==> src/design/queue_priority_zone_arbiter_assert.svh <==
// Assertion macros for the queue priority zone arbiter.
// Expects clk and arst_n in the scope where the macros are used.
`ifndef QUEUE_PRIORITY_ZONE_ARBITER_ASSERT_SVH
`define QUEUE_PRIORITY_ZONE_ARBITER_ASSERT_SVH

// same-cycle implication
`define QPZA_ASSERT_NOW(lbl, ante, cons, msg) \
	lbl: assert property (@(posedge clk) disable iff (!arst_n) (ante) |-> (cons)) \
		else $error(msg);

// next-cycle implication
`define QPZA_ASSERT_NEXT(lbl, ante, cons, msg) \
	lbl: assert property (@(posedge clk) disable iff (!arst_n) (ante) |=> (cons)) \
		else $error(msg);

`endif

==> src/design/qpza_pkg.sv <==
// Shared types, codes and helpers of the queue priority zone arbiter.
// No dependencies.
package qpza_pkg;

	localparam int SIGNALS_DEF      = 16;
	localparam int GROUPS_DEF       = 8;
	localparam int ZONES_DEF        = 8;
	localparam int POLL_ENTRIES_DEF = 8;

	localparam logic [2:0] KIND_LOAD_QUEUE = 3'd0;
	localparam logic [2:0] KIND_LOAD_GROUP = 3'd1;
	localparam logic [2:0] KIND_LOAD_ZONE  = 3'd2;
	localparam logic [2:0] KIND_LOAD_POLL  = 3'd3;
	localparam logic [2:0] KIND_RECOMPUTE  = 3'd4;
	localparam logic [2:0] KIND_QUERY      = 3'd5;

	localparam logic [1:0] CFG_SIGNAL_COUNT     = 2'd0;
	localparam logic [1:0] CFG_ZONE_COUNT       = 2'd1;
	localparam logic [1:0] CFG_POLL_ENTRY_COUNT = 2'd2;

	typedef struct packed {
		logic queue;
		logic grp;
		logic mask;
		logic poll;
	} wen_t;

	function automatic logic in_zone(logic [7:0] mask, logic [7:0] grp);
		return (grp < 8'd8) && mask[grp[2:0]];
	endfunction

endpackage

==> src/design/queue_priority_zone_arbiter.sv <==
// Queue priority zone arbiter top level: request sequencer, status and output register.
// Depends on qpza_pkg, qpza_tables and queue_priority_zone_arbiter_assert.svh.
//
// Input channel in_valid/in_stall carries one request (kind, slot, amount,
// group_mask, cycle_value); output channel out_valid/out_stall returns one
// result per request. Configuration writes use cfg_valid/cfg_ready (always
// ready) with cfg_index and cfg_data; the user must issue them only while no
// request is open, as the block does not enforce it. One request at a time:
// in_stall is high from acceptance until the result is placed in the output
// register. Loads go straight to the output state, queries pass through a
// read state and an evaluate state, and the recompute scans each table one
// entry per cycle through a single registered read port and one comparator.
// A new request is taken while a result still waits; if the receiver stalls,
// the next result waits in the sequencer and in_stall stays high.
// Reset clears the status, the counts and the queue lengths (read as zero);
// groups, zone masks and poll entries hold no value until loaded.
`include "queue_priority_zone_arbiter_assert.svh"

module queue_priority_zone_arbiter #(
	parameter int SIGNALS      = qpza_pkg::SIGNALS_DEF,
	parameter int GROUPS       = qpza_pkg::GROUPS_DEF,
	parameter int ZONES        = qpza_pkg::ZONES_DEF,
	parameter int POLL_ENTRIES = qpza_pkg::POLL_ENTRIES_DEF
) (
	input  logic        clk,
	input  logic        arst_n,
	input  logic        cfg_valid,
	output logic        cfg_ready,
	input  logic [1:0]  cfg_index,
	input  logic [4:0]  cfg_data,
	input  logic        in_valid,
	output logic        in_stall,
	input  logic [2:0]  kind,
	input  logic [3:0]  slot,
	input  logic [15:0] amount,
	input  logic [7:0]  group_mask,
	input  logic [7:0]  cycle_value,
	output logic        out_valid,
	input  logic        out_stall,
	output logic        granted,
	output logic [3:0]  top_signal,
	output logic [2:0]  active_zone,
	output logic [15:0] longest_queue,
	output logic [7:0]  cycle_length_out,
	output logic        priority_ready
);

	localparam int SIW  = (SIGNALS > 1) ? $clog2(SIGNALS) : 1;
	localparam int GW   = (GROUPS > 1) ? $clog2(GROUPS) : 1;
	localparam int ZIW  = (ZONES > 1) ? $clog2(ZONES) : 1;
	localparam int PIW  = (POLL_ENTRIES > 1) ? $clog2(POLL_ENTRIES) : 1;
	localparam int MAXD0 = (SIGNALS > ZONES) ? SIGNALS : ZONES;
	localparam int MAXD  = (MAXD0 > POLL_ENTRIES) ? MAXD0 : POLL_ENTRIES;
	localparam int CNTW  = $clog2(MAXD + 1);

	localparam logic [2:0] ST_IDLE  = 3'd0;
	localparam logic [2:0] ST_QSCAN = 3'd1;
	localparam logic [2:0] ST_GRD   = 3'd2;
	localparam logic [2:0] ST_ZSCAN = 3'd3;
	localparam logic [2:0] ST_PSCAN = 3'd4;
	localparam logic [2:0] ST_QRD   = 3'd5;
	localparam logic [2:0] ST_QEVAL = 3'd6;
	localparam logic [2:0] ST_OUT   = 3'd7;

	logic [2:0]      state_q;
	logic [4:0]      sig_cnt_q;
	logic [3:0]      zone_cnt_q;
	logic [3:0]      poll_cnt_q;
	logic [2:0]      kind_q;
	logic [3:0]      slot_q;
	logic [CNTW-1:0] cnt_q;
	logic            pend_s1;
	logic [CNTW-1:0] idx_s1;
	logic            found_q;
	logic [15:0]     best_q;
	logic [SIW-1:0]  best_i_q;
	logic [SIW-1:0]  top_q;
	logic [ZIW-1:0]  zone_q;
	logic [7:0]      cycle_q;
	logic            ready_q;
	logic [15:0]     max_q;
	logic            grant_q;
	logic            out_valid_q;
	logic            out_granted_q;
	logic [3:0]      out_top_q;
	logic [2:0]      out_zone_q;
	logic [15:0]     out_max_q;
	logic [7:0]      out_cycle_q;
	logic            out_ready_q;

	logic            in_acc;
	logic            out_load;
	logic [CNTW-1:0] n_lim;
	logic [CNTW-1:0] z_lim;
	logic [CNTW-1:0] p_lim;
	logic            issue;
	logic [15:0]     cmp_a;
	logic            cmp_gt;
	logic            cmp_ge;
	logic            slot_sig_ok;
	logic            zone_hit;
	qpza_pkg::wen_t  wen;
	logic [SIW-1:0]  q_raddr;
	logic [SIW-1:0]  grp_raddr;
	logic [ZIW-1:0]  mask_raddr;
	logic [PIW-1:0]  poll_raddr;
	logic [15:0]     q_rdata;
	logic [GW-1:0]   grp_rdata;
	logic [7:0]      mask_rdata;
	logic [15:0]     thr_rdata;
	logic [7:0]      cyc_rdata;

	assign cfg_ready = 1'b1;
	assign in_stall  = (state_q != ST_IDLE);
	assign in_acc    = in_valid && !in_stall;
	assign out_load  = (state_q == ST_OUT) && (!out_valid_q || !out_stall);

	always_comb begin
		n_lim = (32'(sig_cnt_q) > SIGNALS) ? CNTW'(SIGNALS) : CNTW'(sig_cnt_q);
		z_lim = (32'(zone_cnt_q) > ZONES) ? CNTW'(ZONES) : CNTW'(zone_cnt_q);
		p_lim = (32'(poll_cnt_q) > POLL_ENTRIES) ? CNTW'(POLL_ENTRIES) : CNTW'(poll_cnt_q);
		issue = ((state_q == ST_QSCAN) && (cnt_q < n_lim)) ||
			((state_q == ST_ZSCAN) && (cnt_q < z_lim)) ||
			((state_q == ST_PSCAN) && (cnt_q < p_lim) && !found_q);
		cmp_a  = (state_q == ST_PSCAN) ? thr_rdata : q_rdata;
		cmp_gt = cmp_a > best_q;
		cmp_ge = cmp_gt || (cmp_a == best_q);
		slot_sig_ok = 32'(slot_q) < SIGNALS;
		zone_hit = qpza_pkg::in_zone(mask_rdata, 8'(grp_rdata));

		wen.queue = in_acc && (kind == qpza_pkg::KIND_LOAD_QUEUE) && (32'(slot) < SIGNALS);
		wen.grp   = in_acc && (kind == qpza_pkg::KIND_LOAD_GROUP) && (32'(slot) < SIGNALS)
			&& (32'(amount) < GROUPS);
		wen.mask  = in_acc && (kind == qpza_pkg::KIND_LOAD_ZONE) && (32'(slot) < ZONES);
		wen.poll  = in_acc && (kind == qpza_pkg::KIND_LOAD_POLL) && (32'(slot) < POLL_ENTRIES);

		q_raddr    = SIW'(cnt_q);
		grp_raddr  = (kind_q == qpza_pkg::KIND_QUERY) ? SIW'(slot_q) : best_i_q;
		mask_raddr = (state_q == ST_QRD) ? zone_q : ZIW'(cnt_q);
		poll_raddr = PIW'(cnt_q);
	end

	qpza_tables #(
		.SIGNALS      (SIGNALS),
		.GROUPS       (GROUPS),
		.ZONES        (ZONES),
		.POLL_ENTRIES (POLL_ENTRIES)
	) u_tables (
		.clk        (clk),
		.arst_n     (arst_n),
		.wen        (wen),
		.wr_slot    (slot),
		.wr_amount  (amount),
		.wr_mask    (group_mask),
		.wr_cycle   (cycle_value),
		.q_raddr    (q_raddr),
		.grp_raddr  (grp_raddr),
		.mask_raddr (mask_raddr),
		.poll_raddr (poll_raddr),
		.q_rdata    (q_rdata),
		.grp_rdata  (grp_rdata),
		.mask_rdata (mask_rdata),
		.thr_rdata  (thr_rdata),
		.cyc_rdata  (cyc_rdata)
	);

	always_ff @(posedge clk or negedge arst_n) begin
		if (!arst_n) begin
			sig_cnt_q  <= '0;
			zone_cnt_q <= '0;
			poll_cnt_q <= '0;
		end else if (cfg_valid) begin
			unique case (cfg_index)
				qpza_pkg::CFG_SIGNAL_COUNT:     sig_cnt_q  <= cfg_data;
				qpza_pkg::CFG_ZONE_COUNT:       zone_cnt_q <= cfg_data[3:0];
				qpza_pkg::CFG_POLL_ENTRY_COUNT: poll_cnt_q <= cfg_data[3:0];
				default: ;
			endcase
		end
	end

	always_ff @(posedge clk or negedge arst_n) begin
		if (!arst_n) begin
			state_q       <= ST_IDLE;
			kind_q        <= '0;
			slot_q        <= '0;
			cnt_q         <= '0;
			pend_s1       <= 1'b0;
			idx_s1        <= '0;
			found_q       <= 1'b0;
			best_q        <= '0;
			best_i_q      <= '0;
			top_q         <= '0;
			zone_q        <= '0;
			cycle_q       <= '0;
			ready_q       <= 1'b0;
			max_q         <= '0;
			grant_q       <= 1'b0;
			out_valid_q   <= 1'b0;
			out_granted_q <= 1'b0;
			out_top_q     <= '0;
			out_zone_q    <= '0;
			out_max_q     <= '0;
			out_cycle_q   <= '0;
			out_ready_q   <= 1'b0;
		end else begin
			pend_s1 <= issue;
			idx_s1  <= cnt_q;
			if (issue)
				cnt_q <= cnt_q + CNTW'(1);
			if (out_load)
				out_valid_q <= 1'b1;
			else if (!out_stall)
				out_valid_q <= 1'b0;

			unique case (state_q)
				ST_IDLE: begin
					if (in_acc) begin
						kind_q  <= kind;
						slot_q  <= slot;
						cnt_q   <= '0;
						found_q <= 1'b0;
						best_q  <= '0;
						grant_q <= 1'b0;
						unique case (kind)
							qpza_pkg::KIND_RECOMPUTE: state_q <= ST_QSCAN;
							qpza_pkg::KIND_QUERY:     state_q <= ST_QRD;
							default:                  state_q <= ST_OUT;
						endcase
					end
				end
				ST_QSCAN: begin
					if (pend_s1 && ((idx_s1 == '0) || cmp_gt)) begin
						best_q   <= q_rdata;
						best_i_q <= SIW'(idx_s1);
					end
					if (!pend_s1 && (cnt_q == n_lim)) begin
						max_q <= best_q;
						cnt_q <= '0;
						if (n_lim != '0) begin
							ready_q <= 1'b1;
							top_q   <= best_i_q;
							state_q <= ST_GRD;
						end else begin
							ready_q <= 1'b0;
							state_q <= ST_PSCAN;
						end
					end
				end
				ST_GRD: begin
					state_q <= ST_ZSCAN;
				end
				ST_ZSCAN: begin
					if (pend_s1 && zone_hit)
						zone_q <= ZIW'(idx_s1);
					if (!pend_s1 && (cnt_q == z_lim)) begin
						cnt_q   <= '0;
						state_q <= ST_PSCAN;
					end
				end
				ST_PSCAN: begin
					if (pend_s1 && !found_q && cmp_ge) begin
						cycle_q <= cyc_rdata;
						found_q <= 1'b1;
					end
					if (!pend_s1 && ((cnt_q == p_lim) || found_q))
						state_q <= ST_OUT;
				end
				ST_QRD: begin
					state_q <= ST_QEVAL;
				end
				ST_QEVAL: begin
					grant_q <= ready_q && slot_sig_ok && (CNTW'(zone_q) < z_lim) && zone_hit;
					state_q <= ST_OUT;
				end
				ST_OUT: begin
					if (out_load) begin
						out_granted_q <= grant_q;
						out_top_q     <= 4'(top_q);
						out_zone_q    <= 3'(zone_q);
						out_max_q     <= max_q;
						out_cycle_q   <= cycle_q;
						out_ready_q   <= ready_q;
						state_q       <= ST_IDLE;
					end
				end
			endcase
		end
	end

	assign out_valid        = out_valid_q;
	assign granted          = out_granted_q;
	assign top_signal       = out_top_q;
	assign active_zone      = out_zone_q;
	assign longest_queue    = out_max_q;
	assign cycle_length_out = out_cycle_q;
	assign priority_ready   = out_ready_q;

	`QPZA_ASSERT_NEXT(a_accept_busy, in_acc, state_q != ST_IDLE,
		"accepted request did not leave idle")
	`QPZA_ASSERT_NOW(a_out_from_seq, $rose(out_valid_q), $past(state_q) == ST_OUT,
		"result raised outside output state")
	`QPZA_ASSERT_NOW(a_not_ready_zero, !ready_q, max_q == '0,
		"longest queue nonzero without a covering recompute")
	`QPZA_ASSERT_NOW(a_pend_in_scan, pend_s1,
		(state_q == ST_QSCAN) || (state_q == ST_ZSCAN) || (state_q == ST_PSCAN),
		"pending table read outside a scan")

endmodule

==> src/design/qpza_tables.sv <==
// Table storage: queue lengths, signal groups, zone masks and poll entries.
// Registered read ports; queue lengths read as zero until written.
// Depends on qpza_pkg.
module qpza_tables #(
	parameter int SIGNALS      = qpza_pkg::SIGNALS_DEF,
	parameter int GROUPS       = qpza_pkg::GROUPS_DEF,
	parameter int ZONES        = qpza_pkg::ZONES_DEF,
	parameter int POLL_ENTRIES = qpza_pkg::POLL_ENTRIES_DEF,
	localparam int SIW = (SIGNALS > 1) ? $clog2(SIGNALS) : 1,
	localparam int GW  = (GROUPS > 1) ? $clog2(GROUPS) : 1,
	localparam int ZIW = (ZONES > 1) ? $clog2(ZONES) : 1,
	localparam int PIW = (POLL_ENTRIES > 1) ? $clog2(POLL_ENTRIES) : 1
) (
	input  logic              clk,
	input  logic              arst_n,
	input  qpza_pkg::wen_t    wen,
	input  logic [3:0]        wr_slot,
	input  logic [15:0]       wr_amount,
	input  logic [7:0]        wr_mask,
	input  logic [7:0]        wr_cycle,
	input  logic [SIW-1:0]    q_raddr,
	input  logic [SIW-1:0]    grp_raddr,
	input  logic [ZIW-1:0]    mask_raddr,
	input  logic [PIW-1:0]    poll_raddr,
	output logic [15:0]       q_rdata,
	output logic [GW-1:0]     grp_rdata,
	output logic [7:0]        mask_rdata,
	output logic [15:0]       thr_rdata,
	output logic [7:0]        cyc_rdata
);

	logic [15:0]       queue_mem [SIGNALS];
	logic [GW-1:0]     group_mem [SIGNALS];
	logic [7:0]        mask_mem  [ZONES];
	logic [15:0]       thr_mem   [POLL_ENTRIES];
	logic [7:0]        cyc_mem   [POLL_ENTRIES];
	logic [SIGNALS-1:0] qvalid_q;
	logic              qv_rd_q;
	logic [15:0]       q_rd_q;

	always_ff @(posedge clk or negedge arst_n) begin
		if (!arst_n) begin
			qvalid_q <= '0;
			qv_rd_q  <= 1'b0;
		end else begin
			qv_rd_q <= qvalid_q[q_raddr];
			if (wen.queue)
				qvalid_q[SIW'(wr_slot)] <= 1'b1;
		end
	end

	always_ff @(posedge clk) begin
		if (wen.queue)
			queue_mem[SIW'(wr_slot)] <= wr_amount;
		if (wen.grp)
			group_mem[SIW'(wr_slot)] <= GW'(wr_amount);
		if (wen.mask)
			mask_mem[ZIW'(wr_slot)] <= wr_mask;
		if (wen.poll) begin
			thr_mem[PIW'(wr_slot)] <= wr_amount;
			cyc_mem[PIW'(wr_slot)] <= wr_cycle;
		end
		q_rd_q     <= queue_mem[q_raddr];
		grp_rdata  <= group_mem[grp_raddr];
		mask_rdata <= mask_mem[mask_raddr];
		thr_rdata  <= thr_mem[poll_raddr];
		cyc_rdata  <= cyc_mem[poll_raddr];
	end

	assign q_rdata = qv_rd_q ? q_rd_q : 16'd0;

endmodule
==> config.mk <==
export PLATFORM = sky130hd
export DESIGN_NAME = queue_priority_zone_arbiter
export DESIGN_NICKNAME = d
export VERILOG_FILES = /design/src/design/qpza_pkg.sv /design/src/design/queue_priority_zone_arbiter.sv /design/src/design/qpza_tables.sv
export VERILOG_INCLUDE_DIRS = /design/src /design/src/design
export SDC_FILE = /design/constraint.sdc
export NUM_CORES = 1
export LEC_CHECK = 0
export BUFFER_PORTS_ARGS = -buffer_cell sky130_fd_sc_hd__buf_4
export CAP_MARGIN = 20
export CORE_MARGIN = 10
export CORE_UTILIZATION = 52
export CTS_CLUSTER_SIZE = 16
export DETAILED_ROUTE_END_ITERATION = 10
export PLACE_DENSITY = 0.68
export SLEW_MARGIN = 40
export SYNTH_ARGS = -nofsm -noshare
export SYNTH_HDL_FRONTEND = slang
export SYNTH_SLANG_ARGS = --single-unit
==> constraint.sdc <==
create_clock -name clk -period 9.2 [get_ports clk]
set_input_delay 0.46 -clock clk [delete_from_list [all_inputs] [get_ports clk]]
set_output_delay 0.46 -clock clk [all_outputs]
set_load 0.005 [all_outputs]
==> results.json, run 1 <==
{
  "cts_tree": "built",
  "rsz0062_at_grt": "no",
  "rows": 87,
  "synth_cell_types": 59,
  "wl_per_cell_um": 23.8,
  "via_count": 15880,
  "endpoint_kind": "register",
  "viasPerCell": 5.77,
  "antennaDiodeCount": 0,
  "initial_core_util": 0.524,
  "synth_common_cells": "edfxtp_1, nand2_1, dfrtp_1",
  "gp_congestion": 0.829,
  "ant_nets": 0,
  "p_leak_nw": 12.3,
  "syn_area_per_cell_um2": 16.2,
  "crit_path_end": "cycle_q[1]",
  "hold_class": "in2reg",
  "clockPowerShare": 0.333,
  "hold_viol": 0,
  "syn_inst": 1816,
  "start_kind": "register",
  "drv_slew": 0,
  "power_density_nw_per_um2": 270,
  "coreArea_um2": 56200,
  "power_frac_comb": 0.194,
  "cp.required_ps": 9710,
  "worstMarginPinSlew_ps": 800,
  "yosysWarnings": 0,
  "dieArea_um2": 66500,
  "die_h_um": 258,
  "nets": 2017,
  "r2r-start": "state_q[2]",
  "maxCapViolations": 0,
  "grtUsageTotal": 0.197,
  "grt_pass1_vias": 16284,
  "grt_overflow_total": 0,
  "synthFlopType": "edfxtp_1",
  "worstPathArrival_ps": 4220,
  "layout-drive-gt1-share": 0.229,
  "total_power_mw": 9.05,
  "slew-limit-headroom": 0.466,
  "ir_drop_v": 0.000150,
  "htree_num_levels": 3,
  "clock_skew_ps": 21.6,
  "synth_area_leader_cell": "edfxtp_1",
  "swShare": 0.280,
  "rr_worst_depth": 10,
  "cp_max_fo": 18,
  "tns_ps": 0,
  "firstDrtPassIters": 5,
  "critPathKind": "reg2reg",
  "clock_sinks": 750,
  "root_buffer": "clkbuf_16",
  "drc": 0,
  "ios": 87,
  "synth_nets": 1899,
  "final_util": 0.598,
  "period_share": 0.403,
  "fin_crit_ps": 3710,
  "synth-seq-cells": 750,
  "ys_seq_area_frac": 0.724,
  "power.internal_mw": 6.52,
  "clk_path_buf_depth": 3,
  "cts_buffers": 76,
  "yosysMostFrequentCell": "edfxtp_1",
  "antenna_found_initial": 2,
  "synth.area.top_cells": "edfxtp_1, dfrtp_1, mux4_2, mux2i_1, dfxtp_1",
  "hold_buffers": 1,
  "seq_power_share": 0.473,
  "wirelength_mm": 65.5,
  "syn2layout_area_growth_pct": 14.2,
  "detailed_place_hpwl_mm": 38.7,
  "critPathLaunch": "state_q[2]",
  "power.switching_mw": 2.54,
  "portBuffers": 85,
  "insertion_delay_ps": 630,
  "grt_max_degree": 75,
  "grt_first_pass_wirelength_mm": 100,
  "post_cts.repair.setup_buffers": 0,
  "setup_viol": 0,
  "status": "complete, no violations",
  "synth_edf_count": 560,
  "async_flop_share": 0.185,
  "synth_area_um2": 29400,
  "post_cts_resized": 0,
  "clkSlewWorstSetupHoldPaths_ps": 60,
  "synth.top_cell.area_share": 0.572,
  "fmax_ghz": 0.269,
  "regToRegSetupSlack_ps": 5490,
  "timing.rr.end": "cycle_q[1]",
  "fp.dieW_um": 258,
  "first_iter_violations": 1310
}
[cell families (layout without fill, tap and decap cells)]
family | count (synthesis) | after routing | share of synthesized area
compound gates | 169 | 169 | 0.0381
xor+xnor | 2 | 2 | 0.000595
fa+ha+maj | 32 | 32 | 0.0136
buf+inv | 115 | 293 | 0.0161
flops | 750 | 750 | 0.724
mux | 282 | 282 | 0.137
other cells | 1 | 1 | 0.000127
simple gates | 465 | 465 | 0.0702
[layout by cell type (no fill, tap or decap), drive strengths merged, types with 39 or more instances in the layout]
master	instances
mux2	82
buf	126
nor2	73
mux2i	116
o21ai	61
nand3	39
dfrtp	139
nand2	267
mux4	84
clkbuf	109
dfxtp	51
edfxtp	560
[cell type report]
class                      instances  area [µm²]
fill                            4231       22600
clock buffer                     109        2120
tap                              756         946
clock inverter                    29         325
multi-input combinational        951        7750
inverter                          28         105
sequential                       750       21300
timing repair buffer             127        1020
[worst min-delay path by stage]
stage / start / to / cells past startpoint / slack [ps]
5_1_grt: group_mask[4] / u_tables.mask_mem[3][4] / 1 / 50
6_report: cfg_data[4] / sig_cnt_q[4] / 3 / 60
3_3_place_gp: u_tables.qvalid_q[3] / u_tables.qvalid_q[3] / 1 / 440
2_1_floorplan: arst_n / active_zone[0] / 0 / 160
4_1_cts: cfg_data[4] / sig_cnt_q[4] / 3 / 30
3_5_place_dp: u_tables.qvalid_q[11] / u_tables.qvalid_q[11] / 1 / 450
[stage by stage]
stage	std cells	area, µm²	setup slack (ps)	hold slack (ps)
2_1_floorplan	1816	29400	6260	164
3_3_place_gp	2607	31000	5420	442
3_5_place_dp	2610	31100	5520	453
4_1_cts	2749	33600	5470	29.4
5_1_grt	2750	33600	5210	49.1
6_report	2750	33600	5490	56.3
[metal layers]
layer  wire length, µm  track usage
met1             27700        0.261
met2             32400        0.326
met3              4110       0.0376
met4              1290       0.0604
met5                34            0
[critical path: stages, from the launching register on]
cell	delay, ps
dfrtp_1	630
nor3b_4	600
buf_6	250
o21ai_0	120
ha_1	330
nand4_2	160
nor4_2	350
a21bo_1	250
and4_1	150
a21o_1	370
mux2_4	380
[flip-flops by register name, indices dropped and copies added (netlist names), 4 cells and up]
name,flops
top_q,4
u_tables.cyc_rdata,8
u_tables.cyc_mem,64
longest_queue,16
slot_q,4
cycle_length_out,8
cnt_q,5
u_tables.qvalid_q,16
top_signal,4
best_q,16
u_tables.q_rd_q,16
u_tables.queue_mem,256
max_q,16
idx_s1,5
best_i_q,4
u_tables.group_mem,48
sig_cnt_q,5
cycle_q,8
u_tables.thr_rdata,16
poll_cnt_q,4
u_tables.thr_mem,128
u_tables.mask_rdata,8
zone_cnt_q,4
u_tables.mask_mem,64
[power groups by stage]
stage | Clock (mW) | Combinational (mW) | Sequential, mW
global placement | 0 | 1.68 | 4.37
global route | 3.21 | 1.94 | 4.32
finish | 3.01 | 1.76 | 4.29
detailed placement | 0 | 1.74 | 4.38
floorplan | 0 | 1.32 | 4.15
CTS | 3.07 | 1.75 | 4.31
Note: power is estimated with default switching activity, not from simulation.
==> run 2: changes to the inputs <==
==> constraint.sdc (replaced) <==
create_clock -name clk -period 3.52 [get_ports clk]
set_input_delay 0.176 -clock clk [delete_from_list [all_inputs] [get_ports clk]]
set_output_delay 0.176 -clock clk [all_outputs]
set_load 0.005 [all_outputs]
==> run 2 against run 1 <==
  * Critical endpoint unchanged
  * Via count rose by 1.6%
  * Combinational power rose to 2.8 times the previous value
  * First-iteration DRC count rose by 4.7%
  * Maximum frequency rose by 19%
  * Sequential share of layout area fell by 1.3 points
  * Highest routed layer unchanged
==> results.json, run 2 (same netlist as run 1, synthesis figures left out) <==
{
  "status": "complete, no violations",
  "fmax_ghz": 0.321,
  "initial_core_util": 0.524,
  "endpoint_kind": "register",
  "final_util": 0.611,
  "grt_first_pass_wirelength_mm": 101,
  "antenna_found_initial": 1,
  "cts_buffers": 77,
  "stdcell_count": 2826,
  "nets": 2089,
  "rsz0062_at_grt": "no",
  "power_density_nw_per_um2": 696,
  "coreArea_um2": 56200,
  "clock_skew_ps": 16.8,
  "slowest_delay_ps": 400,
  "gp_congestion": 0.876,
  "total_power_mw": 23.9,
  "insertion_delay_ps": 620,
  "ant_nets": 0,
  "ir_drop_v": 0.000484,
  "final_cell_mix": "edfxtp_1, nand2_1, buf_4",
  "detailed_place_hpwl_mm": 39.9,
  "hold_viol": 0,
  "clkSlewWorstSetupHoldPaths_ps": 60,
  "wirelength_mm": 66.1,
  "slew-limit-headroom": 0.452,
  "cpMaxStageDelayCell": "dfrtp_1",
  "grt_overflow_total": 0,
  "root_buffer": "clkbuf_16",
  "p_leak_nw": 12.7,
  "rows": 87,
  "cp.required_ps": 4010,
  "largest_register_ff_count": 256,
  "cp_max_fo": 13,
  "grtUsageTotal": 0.198,
  "cts_tree": "built",
  "critPathKind": "reg2reg",
  "portBuffers": 85,
  "drv_slew": 0,
  "antennaDiodeCount": 0,
  "firstDrtPassIters": 5,
  "htree_num_levels": 3,
  "maxCapViolations": 0,
  "viasPerCell": 5.71,
  "first_iter_violations": 1372,
  "start_kind": "register",
  "setup_viol": 0,
  "fin_crit_ps": 3110,
  "drc": 0,
  "placed_cells": 2637,
  "fp.dieW_um": 258,
  "crit_chain": "nor3b_4, buf_12, buf_4, o21ai_0, ha_1, nand4_1, nor4_2, a21bo_1, and4_1, a21o_1, mux2_4",
  "tns_ps": 0,
  "top_register": "u_tables.queue_mem",
  "grt_pass1_vias": 16566,
  "layout-drive-gt1-share": 0.236,
  "syn2layout_area_growth_pct": 16.6,
  "clock_sinks": 750,
  "grt_max_degree": 96,
  "fill_cells": 4129,
  "worst_hold_slack_ps": 35.3,
  "wl_per_cell_um": 23.4,
  "hold_class": "in2reg",
  "ios": 87,
  "worstPathArrival_ps": 3600,
  "via_count": 16132,
  "worstMarginPinSlew_ps": 820,
  "top_regs": "u_tables.queue_mem x256, u_tables.thr_mem x128",
  "clk_path_buf_depth": 3,
  "die_h_um": 258,
  "mostFrequentLayoutCell": "edfxtp_1",
  "period_share": 0.884,
  "dieArea_um2": 66500
}
[run 2: cell count changes in the layout (fill, tap and decap cells not counted), sizes merged]
| cell | before | now |
|---|---|---|
| dlygate4sd3 | 1 | 45 |
| buf | 126 | 153 |
| clkinv | 21 | 30 |
| clkbuf | 109 | 103 |
| clkinvlp | 2 | 3 |
| inv | 30 | 31 |
[run 2: path summary, 6_finish.rpt]
kind,depth (start not counted),slack (ps),start,end
max,11,410,state_q[0],cycle_q[1]
min,1,40,amount[2],u_tables.queue_mem[13][2]
max reg2reg,11,410,state_q[0],cycle_q[1]
min reg2reg,1,460,u_tables.cyc_rdata[7],cycle_q[7]
max in group asynchronous,3,2520,arst_n,kind_q[1]
min in group asynchronous,2,200,arst_n,sig_cnt_q[2]
[run 2: where the power goes]
part / switching, mW / total [mW] / internal, mW
logic: 2.62 / 4.89 / 2.27
registers: 0.728 / 11.1 / 10.3
clock network: 3.34 / 7.91 / 4.57
total: 6.69 / 23.9 / 17.2
[run 2: stage by stage]
| stage | worst slack, ps | area [µm²] |
|---|---|---|
| 2_1_floorplan | 579 | 29400 |
| 3_3_place_gp | 292 | 31300 |
| 3_5_place_dp | 234 | 31300 |
| 4_1_cts | 201 | 34300 |
| 5_1_grt | 273 | 34300 |
| 6_report | 408 | 34300 |
[run 2: layer usage]
layer  track usage  wire (µm)  vias to the layer above
met2         0.332      32800                      456
met1         0.262      28000                     8288
met3        0.0352       3900                      104
met5             0         13                        -
li1              -          -                     7282
met4        0.0565       1380                        2
[run 2: critical path: cells and delay by family (launching register included)]
family / cells / cell delay (ps)
buf+inv: 2 / 330
compound gates: 3 / 760
fa+ha+maj: 1 / 330
flops: 1 / 400
simple gates: 4 / 780
mux: 1 / 380
[run 2: final cells by class]
| type | instances | area [µm²] | area share |
|---|---|---|---|
| Clock buffer | 103 | 2120 | 0.0617 |
| Clock inverter | 40 | 379 | 0.0111 |
| Inverter | 28 | 105 | 0.00306 |
| Multi-Input combinational cell | 951 | 7720 | 0.225 |
| Sequential cell | 750 | 21300 | 0.622 |
| Tap cell | 756 | 946 | 0.0276 |
| Timing Repair Buffer | 198 | 1710 | 0.0497 |
[run 2: what timing repair did]
item	4_1_cts	5_1_grt
hold endpoints to repair	554	0
gates resized for setup	0	1
setup buffers	0	1
hold buffers	45	0
endpoints found under the setup margin	0	22
